$ cat src/hw/rtl/owmm_pkg.sv
// owmm_pkg: shared types and constants of the omni wheel motor mixer
// no dependencies; imported by owmm_front, owmm_back and the top level
`default_nettype none

package owmm_pkg;

    // configuration register map
    localparam int NUM_REGS = 7;
    localparam int REG_IDX_W = 3;

    localparam logic [REG_IDX_W-1:0] REG_W0_X = 3'd0;
    localparam logic [REG_IDX_W-1:0] REG_W0_Y = 3'd1;
    localparam logic [REG_IDX_W-1:0] REG_W1_X = 3'd2;
    localparam logic [REG_IDX_W-1:0] REG_W1_Y = 3'd3;
    localparam logic [REG_IDX_W-1:0] REG_W2_X = 3'd4;
    localparam logic [REG_IDX_W-1:0] REG_W2_Y = 3'd5;
    localparam logic [REG_IDX_W-1:0] REG_GAIN = 3'd6;

    // reset values, as raw 16-bit patterns
    localparam logic [15:0] RST_W0_X = 16'h0000;
    localparam logic [15:0] RST_W0_Y = 16'h4000;
    localparam logic [15:0] RST_W1_X = 16'h376D;
    localparam logic [15:0] RST_W1_Y = 16'hE000;
    localparam logic [15:0] RST_W2_X = 16'hC893;
    localparam logic [15:0] RST_W2_Y = 16'hE000;
    localparam logic [15:0] RST_GAIN = 16'h0100;

    // wheel count and per-wheel result packing
    localparam int NUM_WHEELS = 3;
    localparam int WHEEL_W = 9;

    // coefficient bundle from the register file to the kinematics front
    typedef struct packed {
        logic [NUM_WHEELS-1:0][15:0] dir_x;
        logic [NUM_WHEELS-1:0][15:0] dir_y;
        logic [15:0]                 gain;
    } t_coef;

endpackage

`default_nettype wire

$ cat src/hw/rtl/owmm_front.sv
// owmm_front: kinematics front, wheel speeds, magnitudes and scaling divisor
// depends on owmm_pkg; writes into the middle queue under credit control
`default_nettype none

module owmm_front #(
    parameter int COEFF_FRAC_BITS = 14,
    parameter int MID_DEPTH = 8
) (
    input  wire                                   i_clk,
    input  wire                                   i_rst_n,
    input  wire                                   i_push,
    output logic                                  o_full,
    input  wire  signed [7:0]                     i_move_x,
    input  wire  signed [7:0]                     i_move_y,
    input  wire  signed [7:0]                     i_turn_rate,
    input  wire                                   i_omni_mode,
    input  owmm_pkg::t_coef                       i_coef,
    input  wire  [$clog2(MID_DEPTH):0]            i_mid_count,
    output logic                                  o_mid_push,
    output logic [4*(COEFF_FRAC_BITS+26)+2:0]     o_mid_data
);
    import owmm_pkg::*;

    localparam int SW = COEFF_FRAC_BITS + 26;
    localparam int CW = $clog2(MID_DEPTH) + 1;
    localparam logic [SW-1:0] LIM = SW'(100) << (COEFF_FRAC_BITS + 8);

    logic               w_accept;
    logic [CW-1:0]      r_inflight;
    logic [CW:0]        w_used;
    logic [4:0]         r_vld;

    // stage 1 products
    logic signed [23:0] r_px [NUM_WHEELS];
    logic signed [23:0] r_py [NUM_WHEELS];
    logic signed [23:0] r_prot;
    logic               r_omni;
    // stage 2 speeds
    logic signed [SW-1:0] r_s [NUM_WHEELS];
    // stage 3 magnitudes
    logic [SW-1:0]      r_mag3 [NUM_WHEELS];
    logic [NUM_WHEELS-1:0] r_neg3;
    // stage 4 partial max
    logic [SW-1:0]      r_mag4 [NUM_WHEELS];
    logic [NUM_WHEELS-1:0] r_neg4;
    logic [SW-1:0]      r_m01;
    // stage 5 divisor
    logic [SW-1:0]      r_mag5 [NUM_WHEELS];
    logic [NUM_WHEELS-1:0] r_neg5;
    logic [SW-1:0]      r_den;
    logic [SW-1:0]      w_m2;

    // credit check against the middle queue
    assign w_used   = (CW+1)'(r_inflight) + (CW+1)'(i_mid_count);
    assign o_full   = (w_used >= (CW+1)'(MID_DEPTH));
    assign w_accept = i_push && !o_full;

    always_ff @(posedge i_clk) begin
        if (!i_rst_n) begin
            r_vld      <= '0;
            r_inflight <= '0;
        end else begin
            r_vld <= {r_vld[3:0], w_accept};
            case ({w_accept, r_vld[4]})
                2'b10:   r_inflight <= r_inflight + 1'b1;
                2'b01:   r_inflight <= r_inflight - 1'b1;
                default: r_inflight <= r_inflight;
            endcase
        end
    end

    // stage 1: one 8x16 product per term
    always_ff @(posedge i_clk) begin
        for (int i = 0; i < NUM_WHEELS; i++) begin
            r_px[i] <= i_move_x * $signed(i_coef.dir_x[i]);
            r_py[i] <= (i_omni_mode ? i_move_y : i_turn_rate) * $signed(i_coef.dir_y[i]);
        end
        r_prot <= i_turn_rate * $signed(i_coef.gain);
        r_omni <= i_omni_mode;
    end

    // stage 2: wheel speed scaled by 2^(frac+8)
    always_ff @(posedge i_clk) begin
        for (int i = 0; i < NUM_WHEELS; i++) begin
            r_s[i] <= ((SW'(25'(r_px[i]) + 25'(r_py[i]))) <<< 8)
                    + (r_omni ? (SW'(r_prot) <<< COEFF_FRAC_BITS) : '0);
        end
    end

    // stage 3: sign and magnitude
    always_ff @(posedge i_clk) begin
        for (int i = 0; i < NUM_WHEELS; i++) begin
            r_neg3[i] <= r_s[i][SW-1];
            r_mag3[i] <= r_s[i][SW-1] ? $unsigned(-r_s[i]) : $unsigned(r_s[i]);
        end
    end

    // stage 4: max of the first two wheels
    always_ff @(posedge i_clk) begin
        r_mag4 <= r_mag3;
        r_neg4 <= r_neg3;
        r_m01  <= (r_mag3[0] > r_mag3[1]) ? r_mag3[0] : r_mag3[1];
    end

    // stage 5: divisor is the larger of the max and the limit
    assign w_m2 = (r_m01 > r_mag4[2]) ? r_m01 : r_mag4[2];
    always_ff @(posedge i_clk) begin
        r_mag5 <= r_mag4;
        r_neg5 <= r_neg4;
        r_den  <= (w_m2 > LIM) ? w_m2 : LIM;
    end

    assign o_mid_push = r_vld[4];
    assign o_mid_data = {r_neg5, r_den, r_mag5[2], r_mag5[1], r_mag5[0]};

endmodule

`default_nettype wire

$ cat config.mk
export PLATFORM = sky130hd
export DESIGN_NAME = owmm_front
export DESIGN_NICKNAME = d
export VERILOG_FILES = /design/src/hw/rtl/owmm_pkg.sv /design/src/hw/rtl/owmm_front.sv
export SDC_FILE = /design/constraint.sdc
export NUM_CORES = 2
export LEC_CHECK = 0
export ABC_AREA = 1
export BUFFER_PORTS_ARGS = -buffer_cell sky130_fd_sc_hd__buf_2
export CAP_MARGIN = 40
export CORE_MARGIN = 1
export CORE_UTILIZATION = 60
export DETAILED_ROUTE_END_ITERATION = 10
export PLACE_DENSITY = 0.84
export SLEW_MARGIN = 10
export SYNTH_ARGS = -nofsm -noshare
export SYNTH_HDL_FRONTEND = slang
export SYNTH_SLANG_ARGS = --single-unit
export TNS_END_PERCENT = 100
$ cat constraint.sdc
create_clock -name i_clk -period 16.7 [get_ports i_clk]
set_input_delay 1.67 -clock i_clk [delete_from_list [all_inputs] [get_ports i_clk]]
set_output_delay 1.67 -clock i_clk [all_outputs]
set_load 0.1 [all_outputs]
==> results_dict.tcl <==
set metrics [dict create \
    max_slew_margin_pct 42.1 \
    globalRouteOverflowTotal 0 \
    rows 116 \
    placed_area_sq_um 63300 \
    route.detailed.drc 0 \
    grt_max_degree 52 \
    clkTransAtPathRegs_ps 70 \
    post-route-period-util_pct 49.6 \
    synth-seq-cells 635 \
    min-delay-path-class "flip-flop to flip-flop" \
    rsz0062_at_grt "no" \
    grt_pass1_vias 48100 \
    htree_levels 2 \
    cp_slowest_cell "clkinv_1" \
    antenna_cells 0 \
    finClkSkew_ps 76.1 \
    numPlacedInstances 8642 \
    slew_violations 0 \
    grt_usage_pct 30.4 \
    drtIter0Drc 3489 \
    yosysSeqAreaShare_pct 20.9 \
    drtAntennaViolNets 0 \
    wl_per_cell_microns 17.4 \
    synth_ff_type "dfxtp_1" \
    layout_common_cells "inv_1, nand2_1, fa_1" \
    antenna_found_initial 4 \
    synthCells 7167 \
    postSynth.asyncResetShare_pct 0 \
    cp-start-kind "input port" \
    hpwlAfterDp_microns 127000 \
    io_pins 309 \
    vias 46300 \
    synth-edff-count 0 \
    dr.pass1.iters 6 \
    nNetsFinal 8962 \
    post_cts_buffers 0 \
    crit_type "input port to flip-flop" \
    cpMostUsedCell "inv_1" \
    postCtsHoldBufs 0 \
    required_ps 17260 \
    cp.arrival_ps 8850 \
    initial_core_util_pct 60.7 \
    numCtsBuffers 61 \
    die-area_sq_um 103000 \
    clock-sinks 635 \
    outcome "finished clean" \
    max_freq_ghz 0.121 \
    synth_warnings 0 \
    post-place-ws_ps 7890 \
    max_stage_delay_ps 740 \
    cts_tree "yes" \
    setup_ws_ps 8410 \
    routed_wirelength_microns 153000 \
    worstMarginPinSlew_ps 867 \
    endpoint_kind "flip-flop" \
    core_area_sq_um 100000 \
    clk_path_buf_depth 3 \
    cts-root-buf "clkbuf_16" \
    hold_viol 0 \
    fin_setup_tns_ps 0 \
    grt_pass1_wl_microns 247000 \
    syn2layout_area_growth_pct 7.65 \
    synthDistinctLibCells 53 \
    drive_gt1_share_pct 6.92 \
    syn_avg_cell_area_sq_um 8.49 \
    insertion_delay_ps 680 \
    cts-resized-gates 0 \
    portBuffers 276 \
    maxCapViolations 0 \
    final_area_sq_um 65500 \
    setup_viol 0 \
    die_w_microns 320 \
    layout.cells.non_filler 8757 \
    period_needed_ps 8290 \
    syn_area_sq_um 60800 \
    dieHeight_microns 320 \
    path_max_fanout 31 \
    viasPerCell 5.29 \
    final_common_cell "inv_1" \
    finalWeightedCongestion 0.973 \
]
==> worst max-delay path: cells and delay by family <==
family	cells	cell delay (ps)
compound gates	5	1210
xor+xnor	1	130
fa+ha+maj	7	2910
buf+inv	10	1900
simple gates	7	1020
==> per-stage QoR <==
stage	util [%]	hold slack [ps]
floorplan	-	310
global placement	63.1	310
CTS	65.3	325
finish	65.3	324
detailed placement	63.1	312
global route	65.3	331
==> final timing paths <==
check | start | end | slack (ps) | depth (start not counted)
worst max-delay path | i_omni_mode | r_py[0][45] | 8410 | 30
worst min register to register | r_mag4[48] | o_mid_data[48] | 320 | 0
worst max register to register | r_py[0][0] | r_s[0][36] | 11920 | 21
worst min-delay path | r_mag4[48] | o_mid_data[48] | 320 | 0
==> synth_stat cells, types with 6 or more instances <==
cell / instances / area, sq um
a211oi_1: 8 / 60.1
a21boi_0: 23 / 173
a21o_1: 17 / 128
a21oi_1: 360 / 1800
a31oi_1: 29 / 181
buf_1: 10 / 37.5
buf_4: 32 / 240
clkbuf_1: 157 / 589
dfxtp_1: 635 / 12700
fa_1: 870 / 17400
ha_1: 599 / 7490
inv_1: 1764 / 6620
nand2_1: 1130 / 4240
nand3_1: 111 / 556
nand3b_1: 15 / 113
nand4_1: 41 / 257
nor2_1: 485 / 1820
nor2_2: 13 / 81.3
nor3_1: 51 / 255
nor4_1: 20 / 125
o211ai_1: 19 / 143
o21ai_0: 197 / 986
o21ai_1: 7 / 35.0
o21bai_1: 15 / 113
o221ai_1: 6 / 52.6
o31ai_1: 14 / 105
or2_2: 77 / 482
xnor2_1: 164 / 1440
xor2_1: 250 / 2190
==> state kept, by name (all words and copies together) (netlist names) <==
register / flops
r_neg4: 3
r_s: 96
r_omni: 1
r_neg3: 3
r_prot: 24
r_mag3: 96
r_inflight: 4
r_vld: 5
r_neg5: 3
o_mid_data: 96
r_den: 32
r_px: 72
r_m01: 32
r_mag4: 96
r_py: 72
==> area by class of cell <==
class | count | area, sq um
inverters | 1769 | 6640
repair buffers | 298 | 1600
multi-input cells | 4584 | 40700
fillers | 7939 | 34800
clock inverters | 35 | 460
clock buffers | 79 | 1710
well taps | 1357 | 1700
flip-flops and latches | 635 | 12700
==> cells by family after synthesis <==
kind of cell    after synthesis  share of synthesized area (%)
buf+inv                    1979                           12.5
simple gates               1958                           13.3
fa+ha+maj                  1469                           40.9
compound gates              711                           6.43
flops                       635                           20.9
xor+xnor                    414                           5.96
other cells                   1                        0.00616
==> layer usage <==
metal	global-route usage, %	up-vias	routed length (microns)
met1	38.8	22200	61400
met3	4.16	420	10800
met4	15.3	2	8520
met2	50.6	1887	72000
met5	0	-	13
li1	-	21800	-
Power is not shown: default switching activity piles up to over one toggle a cycle in this logic, so the estimate is an artifact.
