**src/hw/rtl/owmm_fifo.sv**
```systemverilog
// owmm_fifo: small register-based word queue with occupancy count
// no dependencies; DEPTH must be a power of two
`default_nettype none

module owmm_fifo #(
    parameter int WIDTH = 8,
    parameter int DEPTH = 8
) (
    input  wire                       i_clk,
    input  wire                       i_rst_n,
    input  wire                       i_push,
    input  wire  [WIDTH-1:0]          i_wdata,
    input  wire                       i_pop,
    output logic [WIDTH-1:0]          o_rdata,
    output logic                      o_empty,
    output logic                      o_full,
    output logic [$clog2(DEPTH):0]    o_count
);
    localparam int AW = $clog2(DEPTH);

    logic [WIDTH-1:0] r_mem [DEPTH];
    logic [AW-1:0]    r_wr_ptr;
    logic [AW-1:0]    r_rd_ptr;
    logic [AW:0]      r_count;
    logic             w_do_push;
    logic             w_do_pop;

    assign w_do_push = i_push && !o_full;
    assign w_do_pop  = i_pop && !o_empty;

    // storage
    always_ff @(posedge i_clk) begin
        if (w_do_push) begin
            r_mem[r_wr_ptr] <= i_wdata;
        end
    end

    // pointers and count
    always_ff @(posedge i_clk) begin
        if (!i_rst_n) begin
            r_wr_ptr <= '0;
            r_rd_ptr <= '0;
            r_count  <= '0;
        end else begin
            if (w_do_push) begin
                r_wr_ptr <= r_wr_ptr + 1'b1;
            end
            if (w_do_pop) begin
                r_rd_ptr <= r_rd_ptr + 1'b1;
            end
            case ({w_do_push, w_do_pop})
                2'b10:   r_count <= r_count + 1'b1;
                2'b01:   r_count <= r_count - 1'b1;
                default: r_count <= r_count;
            endcase
        end
    end

    assign o_rdata = r_mem[r_rd_ptr];
    assign o_empty = (r_count == '0);
    assign o_full  = (r_count == (AW+1)'(DEPTH));
    assign o_count = r_count;

endmodule

`default_nettype wire

```
**config.mk**
```make
export PLATFORM = sky130hd
export DESIGN_NAME = owmm_fifo
export DESIGN_NICKNAME = d
export VERILOG_FILES = /design/src/hw/rtl/owmm_fifo.sv
export SDC_FILE = /design/constraint.sdc
export NUM_CORES = 1
export LEC_CHECK = 0
export BUFFER_PORTS_ARGS = -buffer_cell sky130_fd_sc_hd__buf_2
export CORE_UTILIZATION = 63
export CTS_BUF_LIST = sky130_fd_sc_hd__clkbuf_4 sky130_fd_sc_hd__clkbuf_8 sky130_fd_sc_hd__clkbuf_16
export DETAILED_ROUTE_END_ITERATION = 8
export GPL_ROUTABILITY_DRIVEN = 0
export PLACE_DENSITY = 0.83
export SYNTH_ARGS = -nofsm -noshare
export SYNTH_HDL_FRONTEND = slang
export SYNTH_SLANG_ARGS = --single-unit
```
**constraint.sdc**
```tcl
create_clock -name i_clk -period 4.45 [get_ports i_clk]
set_input_delay 0.6675 -clock i_clk [delete_from_list [all_inputs] [get_ports i_clk]]
set_output_delay 0.6675 -clock i_clk [all_outputs]
set_load 0.05 [all_outputs]
```
==> out/metrics.csv, run 1 <==
metric;value;unit
num_vias;1564;
tightest_slew;1060;ps
fin_nets;217;
worstPathRequired;3780;ps
cts_max_path_buffers;2;
vias_per_cell;5.75;
slowest_delay;1030;ps
cp_max_fo;16;
critical_path.cell_chain;mux4_2 -> mux2_2 -> buf_2;
dieArea;5210;µm²
yosys.area_share.adder;2.02;%
drt_iter0_markers;175;
grt_max_degree;17;
status;finished, final reports clean;
drt-pass1-iter-count;5;
pin_count;26;
grt_usage;21.8;%
clk_pin_slew;70;ps
max_freq;0.320;GHz
final-setup-viol-count;0;
fill_cells;263;
p_per_area;612;nW/µm²
synth.distinct_cells;34;
cts_tree;done;
drc;0;
initial_core_util;65.7;%
syn-instance-count;167;
cts_resized;0;
post_route_cells_drive_above_1_share;34.1;%
synth_mux_area_share;15.5;%
cts_sinks;77;
worst_ep_arrival_time;2460;ps
timing.final.max_slew_violations;0;
layout_min_cycle_time;3130;ps
multiInputGateArea;865;µm²
ant_nets;0;
ctsHoldBuffers;0;
power_leakage;1.20;nW
skew;9.53;ps
synth_warnings;0;
coreArea;4720;µm²
grt_pass1_wl;7870;µm
synth-xor-area-share;1.98;%
synth_top_family_by_area;multiplexers;
wl_per_cell;18.7;µm
worstSetupStartpointType;flop;
syn-mean-instance-area;18.6;µm²
h-tree-depth;3;
final-seq-area;2180;µm²
area.growth.synth_to_final;13.2;%
finalHoldViolations;0;
maxCapViolCount;0;
std_cell_rows;25;
setup_tns;0;ps
hpwl;3400;µm
synth_nets;184;
power.total;2.15;mW
ys_ff_latch;77;
grt_overflow_total;0;
synth_compound_area_share;1.77;%
portBuffers;25;
end_kind;output port;
hold_path.class;reg2reg;
antenna_found_initial;0;
post-cts-setup-buffers;0;
ys_seq_area_share;70.4;%
slew_headroom;29.1;%
ir_drop;554;µV
grt_pass1_vias;1537;
cts_made_buffers;9;
crit_slowest_cell;dfxtp_1;
wl;5080;µm
die_h;72.2;µm
syn_area;3100;µm²
fin_crit_sh;70.3;%
worst_slack;1320;ps
clkLatencyLatePin;340;ps
ff2ff_setup_slack;1850;ps
die_x;72.2;µm
rsz0062_at_grt;no;
crit_type;reg2out;
diodes;0;
clockRootBuffer;clkbuf_8;
dp_slack;1620;ps
yosys.area_share.simple;6.62;%
[cell usage in the layout (no fill, tap or decap), types with 2 or more instances in the layout]
| master | instances |
|---|---|
| xnor2_1 | 4 |
| dfxtp_1 | 13 |
| and2_1 | 6 |
| bufinv_16 | 2 |
| mux2i_1 | 3 |
| clkinv_1 | 2 |
| nand3_1 | 3 |
| nor4_1 | 2 |
| mux2_2 | 8 |
| nor2_1 | 3 |
| a21oi_1 | 3 |
| buf_2 | 25 |
| nor3_1 | 4 |
| edfxtp_1 | 64 |
| ha_1 | 5 |
| nand2b_1 | 4 |
| mux4_2 | 16 |
| nand2_1 | 4 |
| xor2_1 | 3 |
| clkbuf_8 | 9 |
| buf_4 | 5 |
| nor2b_1 | 2 |
[flip-flops by register name, indices dropped and copies added (netlist names), named ones only]
register / count
r_mem: 64
o_count: 4
r_rd_ptr: 3
r_wr_ptr: 3
[power by group]
| group | total [mW] | internal, mW | switching, mW |
|---|---|---|---|
| logic | 0.648 | 0.266 | 0.383 |
| clock network | 0.551 | 0.313 | 0.238 |
| registers | 0.947 | 0.849 | 0.0981 |
[cell families after synthesis]
logic type | Yosys count
buffers and inverters | 9
adders and majority gates | 5
muxes | 27
DFF | 77
AOI/OAI and AO/OA | 8
xor gates and xnor gates | 7
and+or+nand+nor | 34
[synth_stat cells, drive strengths merged]
cell,n,share of area (%)
clkbuf,1,0.12
mux2,8,2.9
nor4bb,1,0.32
xor2,3,0.85
mux2i,3,0.97
a211o,1,0.28
inv,1,0.12
nand3b,1,0.24
a21boi,2,0.48
nor3,4,0.65
nor2b,2,0.40
or3,1,0.20
or4b,1,0.44
nand2,5,0.85
a21oi,3,0.48
edfxtp,64,62
mux4,16,12
dfxtp,13,8.4
nor3b,1,0.24
nor4,2,0.40
ha,5,2.0
nor2,3,0.36
nand3,3,0.48
nand2b,4,0.81
xnor2,4,1.1
o41a,1,0.36
o21ai,1,0.16
buf,7,1.5
and2,6,1.2
[cell type report]
type                            instances  share of cell area [%]
Clock buffer                            9                    3.53
Clock inverter                          7                    2.53
Inverter                                1                   0.107
Multi-Input combinational cell         81                    24.6
Sequential cell                        77                    62.2
Tap cell                               67                    2.39
Timing Repair Buffer                   30                    4.63
[through the flow]
step                utilization, %  cells  hold WS (ps)  area [µm²]
finish                        74.3    272           532        3510
global route                  74.3    272           550        3510
CTS                           74.3    272           528        3510
detailed placement            69.8    256           518        3300
global placement              69.8    256           502        3300
floorplan                        -    167           496        3100
[critical path, delay by kind of cell (launching register included)]
| kind | cells | cell delay, ps |
|---|---|---|
| buf+inv | 1 | 210 |
| mux | 2 | 890 |
| flops | 1 | 1030 |
[routing by layer]
layer	GRT usage [%]	up-vias	wire length, µm
met5	0	-	0
met4	12.6	0	49
met3	4.17	6	219
met2	35.2	44	2630
met1	27.8	788	2180
li1	-	726	-
[final timing paths]
kind / startpoint / to / depth (start not counted)
max: flop / o_rdata[4] / 3
min: o_count[3] / o_count[3] / 2
max reg2reg: o_count[1] / o_count[2] / 9
min reg2reg: o_count[3] / o_count[3] / 2
Power figures use the tool's default switching activity.
==> run 2, diff against run 1 <==
--- a/config.mk
+++ b/config.mk
@@ -6,11 +6,11 @@
 export NUM_CORES = 1
 export LEC_CHECK = 0
 export BUFFER_PORTS_ARGS = -buffer_cell sky130_fd_sc_hd__buf_2
-export CORE_UTILIZATION = 63
+export CORE_UTILIZATION = 53
 export CTS_BUF_LIST = sky130_fd_sc_hd__clkbuf_4 sky130_fd_sc_hd__clkbuf_8 sky130_fd_sc_hd__clkbuf_16
 export DETAILED_ROUTE_END_ITERATION = 8
 export GPL_ROUTABILITY_DRIVEN = 0
-export PLACE_DENSITY = 0.83
+export PLACE_DENSITY = 0.75
 export SYNTH_ARGS = -nofsm -noshare
 export SYNTH_HDL_FRONTEND = slang
 export SYNTH_SLANG_ARGS = --single-unit
==> constraint.sdc (replaced) <==
create_clock -name i_clk -period 2.8 [get_ports i_clk]
set_input_delay 0.42 -clock i_clk [delete_from_list [all_inputs] [get_ports i_clk]]
set_output_delay 0.42 -clock i_clk [all_outputs]
set_load 0.05 [all_outputs]
==> run 2 against run 1 <==
  * Final cell count grew 3.7%
  * Die area rose by 18%
  * Setup slack worse by 1200 ps
  * Clock power rose by 41%
  * Global-route usage down 2.3 points
  * Register-to-register slack got worse by 1700 ps
  * Critical path type is now reg2reg
  * Critical endpoint is now o_count[2]
  * Largest cell class unchanged
  * Largest power group unchanged
==> out/metrics.csv, run 2 (synthesized netlist as in run 1, its figures left out) <==
metric;value;unit
h-tree-depth;3;
num_vias;1559;
cp_max_fo;9;
power_leakage;1.21;nW
final-setup-viol-count;0;
area.growth.synth_to_final;13.8;%
cts_tree;done;
worst_ep_arrival_time;2900;ps
vias_per_cell;5.53;
grt_usage;19.4;%
maxCapViolCount;0;
max_freq;0.376;GHz
fill_cells;403;
dieArea;6160;µm²
coreArea;5570;µm²
tightest_slew;484;ps
drt_iter0_markers;77;
clkLatencyLatePin;330;ps
cpMostUsedCell;xor2_1;
setup_tns;0;ps
cts_made_buffers;9;
clk_pin_slew;70;ps
wl;5230;µm
drc;0;
cts_max_path_buffers;2;
mostFrequentLayoutCell;edfxtp_1;
dp_slack;156;ps
critical_path.cell_chain;or4b_4 -> nand2_4 -> ha_2 -> xor2_1 -> ha_1 -> a21oi_1 -> xor2_1 -> or3_1 -> a21boi_0;
path_depth;9;
diodes;0;
crit_family;simple AND/OR/NAND/NOR gates;
p_per_area;945;nW/µm²
antenna_found_initial;0;
end_kind;flop;
ant_nets;0;
hpwl;3370;µm
finalHoldViolations;0;
worst_slack;142;ps
dp_cells;266;
crit_slowest_cell;or4b_4;
grt_pass1_vias;1712;
std_cell_rows;27;
ctsHoldBuffers;0;
post_route_cells_drive_above_1_share;35.7;%
worstHoldPathCells;1;
cts_sinks;77;
slew_headroom;67.7;%
clockRootBuffer;clkbuf_8;
final-seq-area;2180;µm²
hold_path.class;in2reg;
layout_min_cycle_time;2660;ps
skew;5.80;ps
stdcell_count;282;
rsz0062_at_grt;no;
fin_crit_sh;94.9;%
crit_type;reg2reg;
final_cell_mix;edfxtp_1, buf_2, mux4_2;
multiInputGateArea;867;µm²
worstSetupStartpointType;flop;
drt-pass1-iter-count;4;
largest_register_ffs;64;
pin_count;26;
die_h;78.5;µm
timing.final.max_slew_violations;0;
wl_per_cell;18.5;µm
portBuffers;25;
status;finished, final reports clean;
grt_pass1_wl;8580;µm
ir_drop;632;µV
worstPathRequired;3040;ps
largest_register;r_mem;
die_x;78.5;µm
fin_nets;222;
path_buf_inv;0;
initial_core_util;55.6;%
slowest_delay;620;ps
grt_overflow_total;0;
reg2reg_depth;9;
grt_max_degree;17;
==> run 2: final cells by class <==
class                           count  area share, %
Inverter                            1          0.106
Timing Repair Buffer               35           5.67
Multi-Input combinational cell     81           24.6
Tap cell                           72           2.55
Sequential cell                    77           61.8
Clock inverter                      6           1.52
Clock buffer                       10           3.72
==> run 2: worst register-to-register path: cells and delay by family (launching register included) <==
kind            cells  cell delay [ps]
simple gates        3             1090
fa+ha+maj           2              430
flops               1              400
xor+xnor            2              380
compound gates      2              270
==> run 2: final timing paths <==
check,from,endpoint,slack [ps]
min reg2reg,o_count[3],o_count[3],540
max,o_count[1],o_count[2],140
max reg2reg,o_count[1],o_count[2],140
min,i_wdata[7],r_mem[6][7],360
==> run 2: report_power, final <==
group,switching [mW],leakage [nW],internal (mW)
clock network,0.367,0.0922,0.411
logic,0.695,0.434,0.435
registers,0.0761,0.687,1.35
==> run 2: what timing repair did <==
item,CTS,global route
gates resized for setup,0,1
setup buffers,0,0
setup endpoints to repair,0,1
==> run 2: layer usage <==
layer / wire [µm] / GRT usage (%)
met5: 0 / 0
met4: 80 / 8.33
met3: 131 / 3.60
met2: 2860 / 35.6
met1: 2160 / 22.0
==> run 2: stage by stage <==
step / utilization (%) / power, mW / hold WS [ps] / cell area (µm²)
floorplan: - / 2.36 / 496 / 3100
global placement: 59.9 / 2.54 / 487 / 3340
detailed placement: 59.9 / 2.59 / 533 / 3340
CTS: 63.3 / 3.37 / 340 / 3530
global route: 63.3 / 3.49 / 348 / 3530
finish: 63.3 / 3.33 / 356 / 3530
