**src/hw/rtl/owmm_pkg.sv**
```systemverilog
// owmm_pkg: shared types and constants of the omni wheel motor mixer
// no dependencies; imported by owmm_front, owmm_back and the top level
`default_nettype none

package owmm_pkg;

    // configuration register map
    localparam int NUM_REGS = 7;
    localparam int REG_IDX_W = 3;

    localparam logic [REG_IDX_W-1:0] REG_W0_X = 3'd0;
    localparam logic [REG_IDX_W-1:0] REG_W0_Y = 3'd1;
    localparam logic [REG_IDX_W-1:0] REG_W1_X = 3'd2;
    localparam logic [REG_IDX_W-1:0] REG_W1_Y = 3'd3;
    localparam logic [REG_IDX_W-1:0] REG_W2_X = 3'd4;
    localparam logic [REG_IDX_W-1:0] REG_W2_Y = 3'd5;
    localparam logic [REG_IDX_W-1:0] REG_GAIN = 3'd6;

    // reset values, as raw 16-bit patterns
    localparam logic [15:0] RST_W0_X = 16'h0000;
    localparam logic [15:0] RST_W0_Y = 16'h4000;
    localparam logic [15:0] RST_W1_X = 16'h376D;
    localparam logic [15:0] RST_W1_Y = 16'hE000;
    localparam logic [15:0] RST_W2_X = 16'hC893;
    localparam logic [15:0] RST_W2_Y = 16'hE000;
    localparam logic [15:0] RST_GAIN = 16'h0100;

    // wheel count and per-wheel result packing
    localparam int NUM_WHEELS = 3;
    localparam int WHEEL_W = 9;

    // coefficient bundle from the register file to the kinematics front
    typedef struct packed {
        logic [NUM_WHEELS-1:0][15:0] dir_x;
        logic [NUM_WHEELS-1:0][15:0] dir_y;
        logic [15:0]                 gain;
    } t_coef;

endpackage

`default_nettype wire

```
**src/hw/rtl/owmm_back.sv**
```systemverilog
// owmm_back: pipelined restoring divider, pwm = floor(mag*255/den)
// depends on owmm_pkg; reads the middle queue, writes the result queue
`default_nettype none

module owmm_back #(
    parameter int COEFF_FRAC_BITS = 14,
    parameter int OUT_DEPTH = 16
) (
    input  wire                                   i_clk,
    input  wire                                   i_rst_n,
    input  wire                                   i_mid_empty,
    input  wire  [4*(COEFF_FRAC_BITS+26)+2:0]     i_mid_data,
    output logic                                  o_mid_pop,
    input  wire  [$clog2(OUT_DEPTH):0]            i_out_count,
    output logic                                  o_out_push,
    output logic [3*owmm_pkg::WHEEL_W-1:0]        o_out_data
);
    import owmm_pkg::*;

    localparam int SW = COEFF_FRAC_BITS + 26;
    localparam int NW = SW + 8;
    localparam int CW = $clog2(OUT_DEPTH) + 1;
    localparam int NST = 9;

    logic [CW-1:0]      r_inflight;
    logic [CW:0]        w_used;
    logic [NST-1:0]     r_vld;

    logic [NW-1:0]      r_rem [NST][NUM_WHEELS];
    logic [7:0]         r_q   [NST][NUM_WHEELS];
    logic [NUM_WHEELS-1:0] r_neg [NST];
    logic [SW-1:0]      r_den [NST];

    // credit check against the result queue
    assign w_used    = (CW+1)'(r_inflight) + (CW+1)'(i_out_count);
    assign o_mid_pop = !i_mid_empty && (w_used < (CW+1)'(OUT_DEPTH));

    always_ff @(posedge i_clk) begin
        if (!i_rst_n) begin
            r_vld      <= '0;
            r_inflight <= '0;
        end else begin
            r_vld <= {r_vld[NST-2:0], o_mid_pop};
            case ({o_mid_pop, r_vld[NST-1]})
                2'b10:   r_inflight <= r_inflight + 1'b1;
                2'b01:   r_inflight <= r_inflight - 1'b1;
                default: r_inflight <= r_inflight;
            endcase
        end
    end

    // load: dividend mag*255 as (mag<<8) - mag
    always_ff @(posedge i_clk) begin
        for (int i = 0; i < NUM_WHEELS; i++) begin
            r_rem[0][i] <= (NW'(i_mid_data[SW*i +: SW]) << 8) - NW'(i_mid_data[SW*i +: SW]);
            r_q[0][i]   <= '0;
        end
        r_den[0] <= i_mid_data[3*SW +: SW];
        r_neg[0] <= i_mid_data[4*SW +: NUM_WHEELS];
    end

    // one quotient bit per stage, most significant first
    for (genvar k = 1; k < NST; k++) begin : g_div
        localparam int B = NST - 1 - k;
        logic [NW-1:0] w_trial;
        assign w_trial = NW'(r_den[k-1]) << B;
        always_ff @(posedge i_clk) begin
            for (int i = 0; i < NUM_WHEELS; i++) begin
                if (r_rem[k-1][i] >= w_trial) begin
                    r_rem[k][i]  <= r_rem[k-1][i] - w_trial;
                    r_q[k][i]    <= r_q[k-1][i] | (8'd1 << B);
                end else begin
                    r_rem[k][i]  <= r_rem[k-1][i];
                    r_q[k][i]    <= r_q[k-1][i];
                end
            end
            r_den[k] <= r_den[k-1];
            r_neg[k] <= r_neg[k-1];
        end
    end

    // result word, a zero speed is never negative
    assign o_out_push = r_vld[NST-1];
    always_comb begin
        for (int i = 0; i < NUM_WHEELS; i++) begin
            o_out_data[WHEEL_W*i +: WHEEL_W] = {r_neg[NST-1][i], r_q[NST-1][i]};
        end
    end

endmodule

`default_nettype wire

```
**config.mk**
```make
export PLATFORM = sky130hd
export DESIGN_NAME = owmm_back
export DESIGN_NICKNAME = d
export VERILOG_FILES = /design/src/hw/rtl/owmm_pkg.sv /design/src/hw/rtl/owmm_back.sv
export SDC_FILE = /design/constraint.sdc
export NUM_CORES = 2
export LEC_CHECK = 0
export BUFFER_PORTS_ARGS = -buffer_cell sky130_fd_sc_hd__buf_2
export CORE_MARGIN = 5
export CORE_UTILIZATION = 55
export CTS_CLUSTER_SIZE = 10
export DETAILED_ROUTE_END_ITERATION = 10
export PLACE_DENSITY = 0.74
export REMOVE_ABC_BUFFERS = 1
export SYNTH_ARGS = -nofsm -noshare
export SYNTH_HDL_FRONTEND = slang
export SYNTH_SLANG_ARGS = --single-unit
```
**constraint.sdc**
```tcl
create_clock -name i_clk -period 3.7 [get_ports i_clk]
set_input_delay 0.185 -clock i_clk [delete_from_list [all_inputs] [get_ports i_clk]]
set_output_delay 0.185 -clock i_clk [all_outputs]
set_load 0.005 [all_outputs]
```
==> impl_summary.txt <==
----------------------------------------------------
[Setup path]
  Kind of end point of the critical path ... flop
  Maximum fanout count along the critical path ... 6
  CP Class ... input port to flop
  Worst setup path startpoint ... i_mid_data[106]
  Required time at the endpoint of the critical path ... about 4.5 ns
  Worst reg2reg startpoint ... r_den[0][41]
  CP arrival ... 4.53 ns
  Startpoint type of the worst setup path ... input port

[Yosys]
  Post-synthesis sequential area ratio ... about 32%
  Share of synthesized cell area in full adder, half adder and majority cells ... between 10% and 20%
  Number of synthesized flops with an enable pin ... 0
  Cell count after synthesis ... ~12000
  Netlist area before placement ... between 100000 and 150000 sq um
  Most frequently used flop master after synthesis ... sky130_fd_sc_hd__dfxtp_1
  Dominant combinational cell family by area after synthesis ... compound AO/OA/AOI/OAI gates
  Flops & latches, synth ... around 1600
  Fraction of the mapped netlist area in compound gates ... approximately a quarter
  Area share of xor/xnor cells in the synthesized design ... ~8.3%
  Basic-gate share of the synthesized area counting and, or, nand and nor cells ... 15.57%
  Total of warnings raised by yosys ... 0
  Portion of netlist area occupied by mux cells ... approximately 1.8%
  Mean area per synthesized cell ... around 8.3 sq um
  Post-synthesis async set-or-reset flop share ... 0%
  Yosys cell types ... between 100 and 150

[Power]
  Power Total ... 113.5 mW
  Leakage dissipation ... ~54 nW
  Maximum resistive drop on vdd ... around 0.00046 V
  P per Cell Area ... roughly 950 nW/um^2

[Drt]
  Routed wire length ... approximately 370 mm
  Remaining design rule violation count ... 0
  Count of antenna-violating nets left after detailed routing ... 0
  Average wire per standard cell ... 23.61 um
  Number of search-and-repair iterations in the first detailed-routing pass ... 8
  Vias ... ~97000
  DR iter-0 viols ... between 8000 and 9000
  Routed vias/inst ... about 6.2

[Global routing]
  First-pass GRT wire length ... ~550 mm
  Initial antenna violation count ... 2
  Total routing usage reported by global routing ... a little under two fifths
  Overall overflow remaining after global route ... 0
  Pin count of the biggest net entering global routing ... 61
  Number of global-route vias before repair ... slightly below 100k

[CTS]
  Buffers from clock root to sink, at most ... 3
  Root buffer selected by CTS ... sky130_fd_sc_hd__clkbuf_16
  CTS clk-pin slew, worst paths ... roughly 0.060 ns
  Total clock buffers created by CTS ... roughly 190
  Clk_lat worst skew ... between 0.8 and 0.9 ns
  H-tree level count ... 4
  Sinks on Clock Net ... around 1600
  TritonCTS clock tree ... built

[Run status]
  Violations in the final reports ... negative setup slack
  Status ... finished with violations

[Place]
  Global placement routability congestion ... between 1 and 1.5
  Number of input and output port buffers inserted ... ~200
  DPL Wire Length ... approximately 300 mm

[Finish]
  Most common cell after layout, fill and taps aside ... sky130_fd_sc_hd__dfxtp_1
  Synth-to-layout area growth ... 19.88%
  Final Util ... 66.33%
  Fraction of final layout cells with drive strength greater than 1 ... 14.15%
  Top library cells by usage in the layout, fill and taps aside ... sky130_fd_sc_hd__dfxtp_1 (1613), sky130_fd_sc_hd__a21oi_1 (1260), sky130_fd_sc_hd__nand2_1 (1067)
  Nets@finish ... between 10000 and 15000

[Floorplanning]
  Number of top-level pins ... 200
  Die Height ... around 440 um
  Standard-cell row count ... between 150 and 200
  Die width ... around 440 um
  Starting density of the core ... a little under three fifths
  Area of the core ... 180700 sq um
  Total Die Area ... roughly 190000 sq um

[Run]
  Maximum capacitance violations ... 0

[STA]
  Share of the clock period used by the worst path ... 102.0%
  Worst slew pin tran ... roughly 1.3 ns
  Shortest clock period the worst path allows after layout ... around 3.8 ns
  Max Slew Vio Count ... 0
  Clock skew ... between 0.05 and 0.06 ns
  Worst setup slack after layout ... -0.07572 ns
  Slew HR ... approximately 15%
  Count of final hold-check violations ... 0
  Final count of negative-setup-slack endpoints ... 12
  Unrepaired setup endpoints after global routing ... true
  Fmax ... ~260 MHz

[Min path]
  Hold Crit Start ... i_mid_data[80]
  Path type of the worst min-delay path ... input port to flop

----------------------------------------------------
==> layout make-up <==
class,count,area [sq um]
well taps,2370,2965
repair buffers,1495,11930
clock buffers,229,5009
diodes,5,12.51
fillers,14730,60860
clock inverters,24,460.4
multi-input cells,9310,64420
flip-flops and latches,1621,32470
inverters,695,2613
==> cells by family (layout without fill, tap and decap cells) <==
kind of cell | Yosys count | after routing
compound gates | 3857 | 3857
simple gates | 3256 | 3257
flops | 1621 | 1621
buf+inv | 1101 | 2443
fa+ha+maj | 1089 | 1089
xor+xnor | 947 | 947
mux | 160 | 160
other cells | 0 | 5
==> sequential cells by signal, indices dropped and copies added, names as in the netlist <==
name	flops
r_rem	1152
r_den	320
r_q	108
r_neg	27
r_vld	9
r_inflight	5
==> where the power goes <==
group	switching [mW]	total, mW	internal [mW]
Clock	7.43	17.1	9.62
Combinational	37.7	66.7	29.0
Sequential	5.42	29.7	24.3
Total	50.5	113	62.9
==> worst paths after layout <==
path | end | slack [ns] | cells after the start
setup / recovery | r_rem[0][41] | -0.08 | 16
hold / removal | r_rem[0][0] | 0.06 | 2
setup reg to reg | r_rem[2][110] | -0.07 | 15
hold reg to reg | r_q[8][7] | 0.31 | 0
==> metrics by stage <==
stage | hold WS (ns) | cell area (sq um) | TNS (ns) | instances | setup slack (ns)
2_1_floorplan | 0.2127 | 98410 | -500.22 | 11630 | -2.088
6_report | 0.06425 | 119900 | -0.3733 | 15750 | -0.07572
4_1_cts | 0.003023 | 118700 | 0 | 15710 | 0.005940
3_3_place_gp | 0.2873 | 110300 | -13.92 | 15180 | -0.3932
3_5_place_dp | 0.2889 | 110300 | -17.02 | 15180 | -0.4195
5_1_grt | 0.02290 | 119900 | -2.501 | 15740 | -0.1515
==> Yosys cell counts, types with 22 or more instances <==
cell / number / share of area [%]
sky130_fd_sc_hd__o21a_1: 105 / 0.79
sky130_fd_sc_hd__a2111oi_0: 34 / 0.30
sky130_fd_sc_hd__nor3b_1: 30 / 0.23
sky130_fd_sc_hd__fa_1: 22 / 0.44
sky130_fd_sc_hd__o21ai_0: 921 / 4.6
sky130_fd_sc_hd__xor2_1: 385 / 3.4
sky130_fd_sc_hd__ha_1: 1067 / 13
sky130_fd_sc_hd__o221ai_1: 25 / 0.22
sky130_fd_sc_hd__or2_2: 38 / 0.24
sky130_fd_sc_hd__a21o_1: 530 / 4.0
sky130_fd_sc_hd__a21oi_1: 1288 / 6.4
sky130_fd_sc_hd__and2_1: 68 / 0.43
sky130_fd_sc_hd__xnor2_1: 562 / 4.9
sky130_fd_sc_hd__o31a_1: 24 / 0.21
sky130_fd_sc_hd__buf_1: 26 / 0.098
sky130_fd_sc_hd__a21boi_0: 31 / 0.23
sky130_fd_sc_hd__o21ai_1: 25 / 0.13
sky130_fd_sc_hd__nor2b_1: 134 / 0.84
sky130_fd_sc_hd__buf_2: 44 / 0.22
sky130_fd_sc_hd__clkbuf_1: 330 / 1.2
sky130_fd_sc_hd__nand2b_1: 124 / 0.78
sky130_fd_sc_hd__and3_1: 100 / 0.63
sky130_fd_sc_hd__a31oi_1: 128 / 0.80
sky130_fd_sc_hd__dfxtp_1: 1621 / 32
sky130_fd_sc_hd__o211ai_1: 85 / 0.64
sky130_fd_sc_hd__inv_1: 693 / 2.6
sky130_fd_sc_hd__mux2_2: 141 / 1.6
sky130_fd_sc_hd__nor4_1: 64 / 0.40
sky130_fd_sc_hd__o21bai_1: 151 / 1.1
sky130_fd_sc_hd__a31o_2: 29 / 0.25
sky130_fd_sc_hd__a211oi_1: 119 / 0.89
sky130_fd_sc_hd__a211o_1: 36 / 0.32
sky130_fd_sc_hd__or3_1: 66 / 0.41
sky130_fd_sc_hd__nand4_1: 216 / 1.4
sky130_fd_sc_hd__nand3_1: 201 / 1.0
sky130_fd_sc_hd__nand2_1: 1072 / 4.0
sky130_fd_sc_hd__nor3_1: 172 / 0.86
sky130_fd_sc_hd__nor2_1: 822 / 3.1
sky130_fd_sc_hd__or4_1: 32 / 0.24
sky130_fd_sc_hd__o31ai_1: 84 / 0.63
sky130_fd_sc_hd__and4_1: 31 / 0.27
==> timing repair <==
item / in CTS / in global routing
hold endpoints to repair: 199 / 0
resized for setup: 38 / 215
hold buffers: 273 / 0
pin swaps: 5 / 56
setup endpoints to repair: 214 / 360
buffers inserted: 4 / 25
cloned: 1 / 6
==> critical path: stages <==
cell and delay, ns:
sky130_fd_sc_hd__dlygate4sd3_1 0.55, sky130_fd_sc_hd__buf_6 0.13, sky130_fd_sc_hd__inv_1 0.04, sky130_fd_sc_hd__ha_1 0.28
sky130_fd_sc_hd__dlygate4sd3_1 0.55, sky130_fd_sc_hd__buf_4 0.16, sky130_fd_sc_hd__a21o_1 0.20, sky130_fd_sc_hd__a21o_1 0.18
sky130_fd_sc_hd__a21o_1 0.20, sky130_fd_sc_hd__or3_1 0.32, sky130_fd_sc_hd__o211ai_1 0.56, sky130_fd_sc_hd__a21oi_1 0.19
sky130_fd_sc_hd__nor2b_1 0.19, sky130_fd_sc_hd__o41ai_1 0.10, sky130_fd_sc_hd__xnor2_1 0.14, sky130_fd_sc_hd__dlygate4sd3_1 0.55
==> layer usage <==
metal	GRT usage, %	vias to the layer above	routed length, um
li1	-	45680	-
met5	0	-	11
met1	40.31	45510	136300
met2	66.94	4337	181600
met3	4.117	1352	20900
met4	26.23	2	32960
No activity file was read; power rests on OpenSTA's default activity.
